==> src/sv/afp_pkg.sv <==
package afp_pkg;

  localparam int unsigned CHANNELS = 8;

  localparam logic [7:0] ChMask = 8'((1 << CHANNELS) - 1);

  localparam logic [7:0] FrameLimitReset = 8'd79;

  localparam logic [7:0] ChrStart  = 8'h24; // '$'
  localparam logic [7:0] ChrHeader = 8'h44; // 'D'
  localparam logic [7:0] ChrTokenX = 8'h78; // 'x'
  localparam logic [7:0] ChrColon  = 8'h3a; // ':'
  localparam logic [7:0] ChrEnd    = 8'h23; // '#'
  localparam logic [7:0] ChrZero   = 8'h30; // '0'
  localparam logic [7:0] ChrOne    = 8'h31; // '1'
  localparam logic [7:0] ChrLastCh = 8'(32'h31 + CHANNELS - 1);

  typedef enum logic [1:0] {
    EV_NONE   = 2'd0,
    EV_ACCEPT = 2'd1,
    EV_REJECT = 2'd2,
    EV_ABORT  = 2'd3
  } event_e;

  typedef enum logic [3:0] {
    PH_IDLE  = 4'b0001,
    PH_X     = 4'b0010,
    PH_DIGIT = 4'b0100,
    PH_COLON = 4'b1000
  } phase_e;

  typedef struct packed {
    event_e      event_code;
    logic [7:0]  sensor_bits;
    logic        has_valid;
    logic [31:0] frames_accepted;
  } result_t;

endpackage

==> src/sv/ascii_sensor_frame_parser_unit.sv <==
// channel | handshake                   | payload
// --------+-----------------------------+------------------------------------------
// in      | in_valid_i / in_stall_o     | rx_byte_i
// out     | out_valid_o / out_stall_i   | event_code_o, sensor_bits_o, has_valid_o,
//         |                             | frames_accepted_o
// cfg     | frame_limit_we_i            | frame_limit_i
//
// one item per cycle while in_stall_o is low. The frame state updates in the cycle
// the item is accepted; so does the output register unless the output is stalled.
// a skid register takes one result while the output is stalled; in_stall_o is high
// only while the skid register is full, so the input keeps flowing through one stall.
// reset clears all state, sets the committed bits to all ones and the limit to 79.
module ascii_sensor_frame_parser_unit (
  input  logic        clk_i,
  input  logic        rst_ni,
  input  logic        frame_limit_we_i,
  input  logic [7:0]  frame_limit_i,
  input  logic        in_valid_i,
  output logic        in_stall_o,
  input  logic [7:0]  rx_byte_i,
  output logic        out_valid_o,
  input  logic        out_stall_i,
  output logic [1:0]  event_code_o,
  output logic [7:0]  sensor_bits_o,
  output logic        has_valid_o,
  output logic [31:0] frames_accepted_o
);
  import afp_pkg::*;

  logic [7:0]  frame_limit_q;
  logic        in_frame_q, in_frame_d;
  logic [7:0]  byte_count_q, byte_count_d;
  logic        header_bad_q, header_bad_d;
  phase_e      phase_q, phase_d;
  logic [2:0]  pending_q, pending_d;
  logic [7:0]  seen_q, seen_d;
  logic [7:0]  staged_q, staged_d;
  logic [7:0]  committed_q, committed_d;
  logic        valid_seen_q, valid_seen_d;
  logic [31:0] accept_cnt_q, accept_cnt_d;
  event_e      event_d;

  result_t     out_q, skid_q, res_d;
  logic        out_valid_q, skid_valid_q;
  logic        in_accept, out_take;
  logic [7:0]  ch_bit;
  logic        is_x;

  assign in_accept = in_valid_i && !skid_valid_q;
  assign out_take  = out_valid_q && !out_stall_i;
  assign ch_bit    = 8'(1) << pending_q;
  assign is_x      = (rx_byte_i == ChrTokenX);

  always_comb begin
    in_frame_d   = in_frame_q;
    byte_count_d = byte_count_q;
    header_bad_d = header_bad_q;
    phase_d      = phase_q;
    pending_d    = pending_q;
    seen_d       = seen_q;
    staged_d     = staged_q;
    committed_d  = committed_q;
    valid_seen_d = valid_seen_q;
    accept_cnt_d = accept_cnt_q;
    event_d      = EV_NONE;

    if (rx_byte_i == ChrStart) begin
      in_frame_d   = 1'b1;
      byte_count_d = 8'd1;
      header_bad_d = 1'b0;
      phase_d      = PH_IDLE;
      pending_d    = '0;
      seen_d       = '0;
      staged_d     = '0;
    end else if (in_frame_q) begin
      if (byte_count_q >= frame_limit_q) begin
        in_frame_d   = 1'b0;
        byte_count_d = '0;
        phase_d      = PH_IDLE;
        event_d      = EV_ABORT;
      end else begin
        if ((byte_count_q == 8'd1 && rx_byte_i != ChrHeader) || rx_byte_i == 8'd0) begin
          header_bad_d = 1'b1;
        end
        byte_count_d = byte_count_q + 8'd1;
        if (rx_byte_i == ChrEnd) begin
          in_frame_d = 1'b0;
          phase_d    = PH_IDLE;
          if (!header_bad_d && (seen_q & ChMask) == ChMask) begin
            committed_d  = (committed_q & ~ChMask) | (staged_q & ChMask);
            valid_seen_d = 1'b1;
            accept_cnt_d = accept_cnt_q + 32'd1;
            event_d      = EV_ACCEPT;
          end else begin
            event_d = EV_REJECT;
          end
        end else begin
          // a failing byte is tried again as the start of a token
          phase_d = is_x ? PH_X : PH_IDLE;
          case (phase_q)
            PH_X: begin
              if (rx_byte_i inside {[ChrOne:ChrLastCh]}) begin
                pending_d = 3'(rx_byte_i - ChrOne);
                phase_d   = PH_DIGIT;
              end
            end
            PH_DIGIT: begin
              if (rx_byte_i == ChrColon) begin
                phase_d = PH_COLON;
              end
            end
            PH_COLON: begin
              if (rx_byte_i inside {ChrZero, ChrOne}) begin
                seen_d   = seen_q | ch_bit;
                staged_d = (rx_byte_i == ChrOne) ? (staged_q | ch_bit) : (staged_q & ~ch_bit);
                phase_d  = PH_IDLE;
              end
            end
            default: ;
          endcase
        end
      end
    end

    res_d.event_code      = event_d;
    res_d.sensor_bits     = committed_d;
    res_d.has_valid       = valid_seen_d;
    res_d.frames_accepted = accept_cnt_d;
  end

  always_ff @(posedge clk_i or negedge rst_ni) begin
    if (!rst_ni) begin
      frame_limit_q <= FrameLimitReset;
      in_frame_q    <= 1'b0;
      byte_count_q  <= '0;
      header_bad_q  <= 1'b0;
      phase_q       <= PH_IDLE;
      pending_q     <= '0;
      seen_q        <= '0;
      staged_q      <= '0;
      committed_q   <= 8'hff;
      valid_seen_q  <= 1'b0;
      accept_cnt_q  <= '0;
    end else begin
      if (frame_limit_we_i) begin
        frame_limit_q <= frame_limit_i;
      end
      if (in_accept) begin
        in_frame_q   <= in_frame_d;
        byte_count_q <= byte_count_d;
        header_bad_q <= header_bad_d;
        phase_q      <= phase_d;
        pending_q    <= pending_d;
        seen_q       <= seen_d;
        staged_q     <= staged_d;
        committed_q  <= committed_d;
        valid_seen_q <= valid_seen_d;
        accept_cnt_q <= accept_cnt_d;
      end
    end
  end

  always_ff @(posedge clk_i or negedge rst_ni) begin
    if (!rst_ni) begin
      out_valid_q  <= 1'b0;
      skid_valid_q <= 1'b0;
    end else begin
      if (skid_valid_q) begin
        if (out_take) begin
          skid_valid_q <= 1'b0;
        end
      end else if (in_accept) begin
        if (out_valid_q && !out_take) begin
          skid_valid_q <= 1'b1;
        end else begin
          out_valid_q <= 1'b1;
        end
      end else if (out_take) begin
        out_valid_q <= 1'b0;
      end
    end
  end

  always_ff @(posedge clk_i) begin
    if (skid_valid_q) begin
      if (out_take) begin
        out_q <= skid_q;
      end
    end else if (in_accept) begin
      if (out_valid_q && !out_take) begin
        skid_q <= res_d;
      end else begin
        out_q <= res_d;
      end
    end
  end

  assign in_stall_o        = skid_valid_q;
  assign out_valid_o       = out_valid_q;
  assign event_code_o      = out_q.event_code;
  assign sensor_bits_o     = out_q.sensor_bits;
  assign has_valid_o       = out_q.has_valid;
  assign frames_accepted_o = out_q.frames_accepted;

endmodule

==> config.mk <==
export PLATFORM = sky130hd
export DESIGN_NAME = ascii_sensor_frame_parser_unit
export DESIGN_NICKNAME = d
export VERILOG_FILES = /design/src/sv/afp_pkg.sv /design/src/sv/ascii_sensor_frame_parser_unit.sv
export SDC_FILE = /design/constraint.sdc
export NUM_CORES = 1
export LEC_CHECK = 0
export BUFFER_PORTS_ARGS = -buffer_cell sky130_fd_sc_hd__buf_4
export CORE_MARGIN = 2
export CORE_UTILIZATION = 54
export DETAILED_ROUTE_END_ITERATION = 10
export PLACE_DENSITY = 0.87
export SYNTH_ARGS = -nofsm -noshare
export SYNTH_HDL_FRONTEND = slang
export SYNTH_SLANG_ARGS = --single-unit
==> constraint.sdc <==
create_clock -name clk_i -period 4 [get_ports clk_i]
set_clock_uncertainty 0.15 [all_clocks]
set_input_delay 0.2 -clock clk_i [delete_from_list [all_inputs] [get_ports clk_i]]
set_output_delay 0.2 -clock clk_i [all_outputs]
set_load 0.01 [all_outputs]
; ---- Word level (Yosys, flattened, before mapping)
; Cells that the tools add are included.
; Widths: inputs -> output; s select.
[classes]
order_cmp = 3
n_eq_ne = 17
add_sub_neg = 3
muxes = 73
shift = 1
bitwise_logic = 5
n_reduce_logical = 27
[op_table]
columns = op, count
row1 = $mux 43, 4
row2 = $mux 8, 21
row3 = $mux 32, 5
row4 = $eq 8x6->1 const B, 5
row5 = $add 32x1->32 const B, 1
row6 = $mux 1, 23
row7 = $mux 3, 7
row8 = $mux 4, 5
row9 = $or 8x8->8, 2
row10 = $reduce_bool 2->1, 8
row11 = $mux 2, 7
row12 = $pmux 4 s3, 1
row13 = $reduce_and 3->1, 4
row14 = $reduce_and 6->1, 2
row15 = $add 8x1->8 const B, 1
row16 = $and 8x8->8, 1
row17 = $eq 8x1->1 const B, 1
row18 = $eq 8x7->1 const B, 1
row19 = $eq 8x8->1 const B, 1
row20 = $ge 8x6->1 const B, 1
row21 = $ge 8x8->1, 1
row22 = $le 8x6->1 const B, 1
row23 = $logic_not 8->1, 1
row24 = $ne 2x2->1 const B, 4
row25 = 13 further kinds, 21
[word_totals]
input_bits = 21
regBits = 170
out_inout_bits = 45
elab_cells = 150

; ---- Depth between registers and ports, before layout
[logic_depth]
depth_word = 17
mapped_depth = 10
ltp_nobuf = 8

; ---- Worst setup path before layout
; No wires, ideal clock.
[synth_timing]
kind = reg-to-reg
startpoint = reg skid_valid_q (netlist: in_stall_o)
endpoint = reg out_q, in the netlist event_code_o[0], enable pin
arrival_time_ns = 3.295
stages_incl_launch_ff = 5
period_less_slack_ns = 3.903
t_required_ns = 3.392
path_buffers = 2
path_slack_ns = 0.097
setup_time_ns = 0.458
path_cell_list = dfrtp_1 clkbuf_1 clkbuf_1 a21oi_1 a21oi_1
[synth_between]
elab_chain_len = 4
elab_cells_between_ends = 6
classes_between = 2 x eq/ne / 4 x reduce/logical
[synth_rtl]
columns = item, line
row1 = "start, declared", ascii_sensor_frame_parser_unit.sv:44  ; logic out_valid_q, skid_valid_q;
row2 = "start signal, assigned", ascii_sensor_frame_parser_unit.sv:166  ; skid_valid_q <= 1'b0;
row3 = "start signal, assigned", ascii_sensor_frame_parser_unit.sv:170  ; skid_valid_q <= 1'b0;
row4 = "start signal, assigned", ascii_sensor_frame_parser_unit.sv:174  ; skid_valid_q <= 1'b1;
row5 = $logic_not 1->1, ascii_sensor_frame_parser_unit.sv:49  ; assign in_accept = in_valid_i && !skid_valid_q;
row6 = $logic_and 1x1->1, ascii_sensor_frame_parser_unit.sv:49
row7 = $reduce_bool 2->1 (no source line), --
row8 = $reduce_and 3->1 (no source line) (*), --
row9 = "end signal, assigned", ascii_sensor_frame_parser_unit.sv:187  ; out_q <= skid_q;
row10 = "end signal, assigned", ascii_sensor_frame_parser_unit.sv:193  ; out_q <= res_d;
row11 = "end, declared", ascii_sensor_frame_parser_unit.sv:43  ; result_t out_q, skid_q, res_d;
; Mark *: on every way between the ends. The rest lies on a longest branch, timed or not.
; A chain may end at the register's enable or synchronous reset.

; ---- Worst setup path after layout
[layout_timing]
startpoint = reg byte_count_q[0]
endpoint = reg accept_cnt_q[27]
[layout_between]
elab_chain_len = 14
elab_cells_between_ends = 15
classes_between = 1 x order compare / 1 x eq/ne / 9 x mux / 4 x reduce/logical
[layout_rtl]
columns = item, line
row1 = "start, declared", ascii_sensor_frame_parser_unit.sv:32  ; logic [7:0] byte_count_q, byte_count_d;
row2 = "start signal, assigned", ascii_sensor_frame_parser_unit.sv:150  ; byte_count_q <= byte_count_d;
row3 = $eq 8x1->1, ascii_sensor_frame_parser_unit.sv:82  ; if ((byte_count_q == 8'd1 && rx_byte_i != ChrHeader) || rx_byte_i == 8'd0) begin
row4 = $logic_and 1x1->1, ascii_sensor_frame_parser_unit.sv:82
row5 = $logic_or 1x1->1, ascii_sensor_frame_parser_unit.sv:82
row6 = $mux 1, ascii_sensor_frame_parser_unit.sv:82
row7 = $mux 1, ascii_sensor_frame_parser_unit.sv:76  ; if (byte_count_q >= frame_limit_q) begin
row8 = $mux 1, ascii_sensor_frame_parser_unit.sv:75  ; end else if (in_frame_q) begin
row9 = $mux 1, ascii_sensor_frame_parser_unit.sv:67  ; if (rx_byte_i == ChrStart) begin
row10 = $logic_not 1->1, ascii_sensor_frame_parser_unit.sv:89  ; if (!header_bad_d && (seen_q & ChMask) == ChMask) begin
row11 = $logic_and 1x1->1, ascii_sensor_frame_parser_unit.sv:89
row12 = $mux 32, ascii_sensor_frame_parser_unit.sv:89
row13 = $mux 32, ascii_sensor_frame_parser_unit.sv:86  ; if (rx_byte_i == ChrEnd) begin
row14 = $mux 32 (*), ascii_sensor_frame_parser_unit.sv:76
row15 = $mux 32 (*), ascii_sensor_frame_parser_unit.sv:75
row16 = $mux 32 (*), ascii_sensor_frame_parser_unit.sv:67
row17 = "end signal, assigned", ascii_sensor_frame_parser_unit.sv:158  ; accept_cnt_q <= accept_cnt_d;
row18 = "end, declared", ascii_sensor_frame_parser_unit.sv:40  ; logic [31:0] accept_cnt_q, accept_cnt_d;
; Mark *: on every way between the ends. The rest lies on a longest branch, timed or not. The select of a mux whose other input is x is not followed.

==> report_table.html <==
<table>
<tr><th>Metric</th><th>Value</th></tr>
<tr><th colspan="2">Clock tree</th></tr>
<tr><td>Root buffer selected by CTS</td><td>clkbuf_16</td></tr>
<tr><td>H-Tree Level Count</td><td>4</td></tr>
<tr><td>Max Root-Sink Buffers</td><td>2</td></tr>
<tr><td>Num CTS Buffers</td><td>17</td></tr>
<tr><td>Number of buffers added to fix hold violations after cts</td><td>30</td></tr>
<tr><td>Insertion delay to the later sink of the worst-skew pair</td><td>0.44 ns</td></tr>
<tr><td>Post-CTS setup-driven buffer insertion count</td><td>0</td></tr>
<tr><td>Clock transition at the registers of the reported paths</td><td>roughly 0.07 ns</td></tr>
<tr><td>Clock Sinks</td><td>170</td></tr>
<tr><td>TritonCTS clock tree</td><td>done</td></tr>
<tr><td>Post-CTS Resized</td><td>0</td></tr>
<tr><th colspan="2">Critical path</th></tr>
<tr><td>Category of cells accounting for the largest share of critical-path delay</td><td>simple AND/OR/NAND/NOR gates</td></tr>
<tr><td>CP peak stage delay</td><td>slightly above 0.8 ns</td></tr>
<tr><td>Critical path class</td><td>reg -&gt; reg</td></tr>
<tr><td>Slowest CP cell</td><td>a2111oi_0</td></tr>
<tr><td>Critical Path, Cell by Cell</td><td>inv_1 -&gt; ha_1 -&gt; nand2b_1 -&gt; a2111oi_0 -&gt; o211ai_1 -&gt; buf_4 -&gt; or3_4 -&gt; nor3_1 -&gt; xor2_1</td></tr>
<tr><td>Critical path capture point type</td><td>register</td></tr>
<tr><td>Slack of the worst reg-to-reg path</td><td>0.23 ns</td></tr>
<tr><td>Data required, critical path</td><td>roughly 4.2 ns</td></tr>
<tr><td>Crit Path Max Fanout</td><td>39</td></tr>
<tr><td>Arrival time reported for the critical path endpoint</td><td>~4.0 ns</td></tr>
<tr><td>Buffering stage count on the worst path with inverters included</td><td>2</td></tr>
<tr><td>Startpoint Class</td><td>register</td></tr>
<tr><th colspan="2">Yosys</th></tr>
<tr><td>Most frequent cell after synthesis</td><td>edfxtp_1</td></tr>
<tr><td>Part of the Yosys area used for sequential elements</td><td>0.5812</td></tr>
<tr><td>Net count after synthesis</td><td>approximately 700</td></tr>
<tr><td>Number of enable flip-flop cells after synthesis</td><td>between 80 and 90</td></tr>
<tr><td>Portion of synthesized cell area occupied by the leading cell type</td><td>0.3192</td></tr>
<tr><td>Count of synthesis-stage warnings from yosys</td><td>0</td></tr>
<tr><td>Average instance area after synthesis</td><td>roughly 13 sq um</td></tr>
<tr><td>Flip-flop cell with the highest count after synthesis</td><td>edfxtp_1</td></tr>
<tr><td>Post-synthesis register bit count</td><td>170</td></tr>
<tr><td>Netlist area before placement</td><td>between 0.008 and 0.009 sq mm</td></tr>
<tr><td>Cells after Synth</td><td>around 650</td></tr>
<tr><td>Async set-reset flop share out of synthesis</td><td>0.4941</td></tr>
<tr><td>Cell types with the largest area share after synthesis</td><td>edfxtp_1 (32%), dfrtp_1 (22%), mux2_2 (8.5%)</td></tr>
<tr><td>Most numerous cell types in the synthesized netlist</td><td>edfxtp_1 (86), dfrtp_1 (70), mux2_2 (61), xor2_1 (56), nand2_1 (46)</td></tr>
<tr><td>Count of different cell masters after synthesis</td><td>57</td></tr>
<tr><td>Library cell with the largest summed area after synthesis</td><td>edfxtp_1</td></tr>
<tr><th colspan="2">Die</th></tr>
<tr><td>Core Rows</td><td>44</td></tr>
<tr><td>Initial core utilization</td><td>0.5545</td></tr>
<tr><td>Top-level port count</td><td>66</td></tr>
<tr><td>Die outline width</td><td>roughly 130 um</td></tr>
<tr><td>Vertical die dimension</td><td>approximately 130 um</td></tr>
<tr><td>Full die area</td><td>approximately 0.016 sq mm</td></tr>
<tr><td>Core area</td><td>0.01459 sq mm</td></tr>
<tr><th colspan="2">Detailed routing</th></tr>
<tr><td>Routed wire length</td><td>approximately 17000 um</td></tr>
<tr><td>Total DRC errors in the routed layout</td><td>0</td></tr>
<tr><td>Drt via density</td><td>a little under 6</td></tr>
<tr><td>Via count of the routed design</td><td>between 5000 and 6000</td></tr>
<tr><td>Number of violations reported at the end of detailed-routing iteration 0</td><td>about 460</td></tr>
<tr><td>Remaining antenna violation count</td><td>0</td></tr>
<tr><td>Final routed wire length divided by cell count</td><td>18.47 um</td></tr>
<tr><td>Number of iterations in the first detailed-routing pass</td><td>6</td></tr>
<tr><th colspan="2">STA</th></tr>
<tr><td>Max-Slew Margin vs Limit</td><td>0.2407</td></tr>
<tr><td>Shortest period the worst path allows</td><td>between 3 and 4 ns</td></tr>
<tr><td>Worst hold margin</td><td>0.01951 ns</td></tr>
<tr><td>Maximum clock frequency</td><td>between 0.2 and 0.3 GHz</td></tr>
<tr><td>Number of setup violations in the final report</td><td>0</td></tr>
<tr><td>Setup repair after global routing missed its margin</td><td>no</td></tr>
<tr><td>Final count of hold timing violations</td><td>0</td></tr>
<tr><td>Number of pins with negative max-slew slack in the final report</td><td>0</td></tr>
<tr><td>Setup_tns</td><td>0 ns</td></tr>
<tr><td>Slew at the pin with the worst max-slew slack</td><td>around 1.1 ns</td></tr>
<tr><td>Post-route fraction of the period consumed by the critical path</td><td>0.9418</td></tr>
<tr><th colspan="2">Flow run</th></tr>
<tr><td>Total of max-cap violations</td><td>0</td></tr>
<tr><th colspan="2">Global route</th></tr>
<tr><td>Antenna violations before repair</td><td>0</td></tr>
<tr><td>Largest net degree at the start of global routing</td><td>85</td></tr>
<tr><td>Wire length of the first global-routing pass</td><td>28630 um</td></tr>
<tr><td>Vias in the first global route</td><td>approximately 5700</td></tr>
<tr><td>Global router's overall resource usage</td><td>0.2263</td></tr>
<tr><td>GRT Residual Overflow</td><td>0</td></tr>
<tr><th colspan="2">Layout</th></tr>
<tr><td>Cell area after layout</td><td>around 0.0096 sq mm</td></tr>
<tr><td>Layout overhead on the synthesized area</td><td>19.07%</td></tr>
<tr><td>Final standard cell count with taps included and fillers excluded</td><td>940</td></tr>
<tr><td>Final layout net count</td><td>about 800</td></tr>
<tr><td>Number of inserted diodes</td><td>0</td></tr>
<tr><td>Fraction of layout cells with a size suffix above 1</td><td>0.2685</td></tr>
<tr><th colspan="2">Pwr</th></tr>
<tr><td>Power per standard cell area</td><td>524.5 mW/mm^2</td></tr>
<tr><td>LEAKAGE</td><td>about 4.1 nW</td></tr>
<tr><td>Overall power consumption</td><td>between 0.005 and 0.006 W</td></tr>
<tr><td>Largest vdd supply drop</td><td>between 400 and 500 uV</td></tr>
<tr><th colspan="2">Placement</th></tr>
<tr><td>Number of buffers added on ports</td><td>65</td></tr>
<tr><td>Placed Instance Area</td><td>~0.0087 sq mm</td></tr>
<tr><td>Final Wtd Congestion</td><td>0.8949</td></tr>
<tr><td>Detailed placement HPWL</td><td>roughly 11000 um</td></tr>
<tr><td>Placed insts</td><td>878</td></tr>
<tr><th colspan="2">Outcome</th></tr>
<tr><td>Status</td><td>complete, no violations</td></tr>
<tr><th colspan="2">Min path</th></tr>
<tr><td>Hold Crit Class</td><td>in -&gt; reg</td></tr>
</table>
layout make-up:
| type | count | area [sq um] |
|---|---|---|
| tap | 184 | 230.2 |
| timing repair buffer | 101 | 833.3 |
| inverter | 21 | 78.83 |
| clock inverter | 14 | 167.7 |
| sequential | 170 | 4703 |
| clock buffer | 18 | 429.2 |
| fill | 980 | 4956 |
| multi-input combinational | 432 | 3191 |
metal layers:
metal  vias to the layer above  global-route usage  wire length (um)
met5                         -                   0                 0
met4                         0             0.09890               506
met3                        47             0.05441              1019
met2                       211              0.3847              8920
met1                      2721              0.2761              6917
li1                       2542                   -                 -
cell usage in the layout, fill, tap and decap left out, drive strengths merged, types with 6 or more instances in the layout:
| cell type | netlist | final |
|---|---|---|
| clkbuf | 17 | 18 |
| dfstp | 14 | 14 |
| a21oi | 10 | 10 |
| and3 | 7 | 7 |
| xor2 | 56 | 56 |
| o21ai | 17 | 17 |
| edfxtp | 86 | 86 |
| nand2 | 46 | 46 |
| nand3 | 22 | 22 |
| dfrtp | 70 | 70 |
| nor2 | 49 | 49 |
| xnor2 | 13 | 13 |
| mux2 | 62 | 62 |
| nor3 | 37 | 37 |
| o21a | 9 | 9 |
| nand4 | 16 | 16 |
| nor4 | 18 | 18 |
| dlygate4sd3 | 0 | 30 |
| inv | 21 | 25 |
| nand2b | 6 | 6 |
| mux2i | 11 | 11 |
| buf | 7 | 71 |
| ha | 15 | 15 |
power breakdown:
part           internal, W  total, W  switching [W]
logic             0.000486  0.000979       0.000493
registers          0.00218   0.00240       0.000217
clock network     0.000984   0.00168       0.000695
total              0.00365   0.00505        0.00140
flip-flops by register name, summed over array words and instances, names as in the netlist, 8 cells and up:
register           flops
accept_cnt_q          32
seen_q                 8
skid_q                43
byte_count_q           8
committed_q            8
staged_q               8
frame_limit_q          8
frames_accepted_o     32
sensor_bits_o          8
tightest hold or removal path: stages:
cell and delay, ns:
buf_4 0.12, inv_1 0.07, ha_1 0.12, mux2i_1 0.06
logic make-up after synthesis:
kind of cell,Yosys count,synth area share
AOI/OAI and AO/OA,51,0.03959
and+or+nand+nor,224,0.1554
muxes,73,0.09991
xor gates and xnor gates,69,0.07470
adders and majority gates,15,0.02320
DFF,170,0.5812
buffers and inverters,45,0.02598
worst paths after layout:
kind	startpoint	to	depth (start not counted)
min in group asynchronous	rst_ni	phase_q[2]	2
setup / recovery	byte_count_q[0]	accept_cnt_q[27]	9
hold / removal	rx_byte_i[1]	pending_q[1]	4
hold reg to reg	valid_seen_q	valid_seen_q	1
max in group asynchronous	rst_ni	in_stall_o	2
setup reg to reg	byte_count_q[0]	accept_cnt_q[27]	9
through the flow:
step,worst slack [ns],util
6_report,0.2328,0.6603
5_1_grt,0.05939,0.6603
4_1_cts,0.6320,0.6603
3_5_place_dp,0.6870,0.5988
3_3_place_gp,0.8746,0.5988
2_1_floorplan,0.09747,-
(Power assumes the default switching activity.)
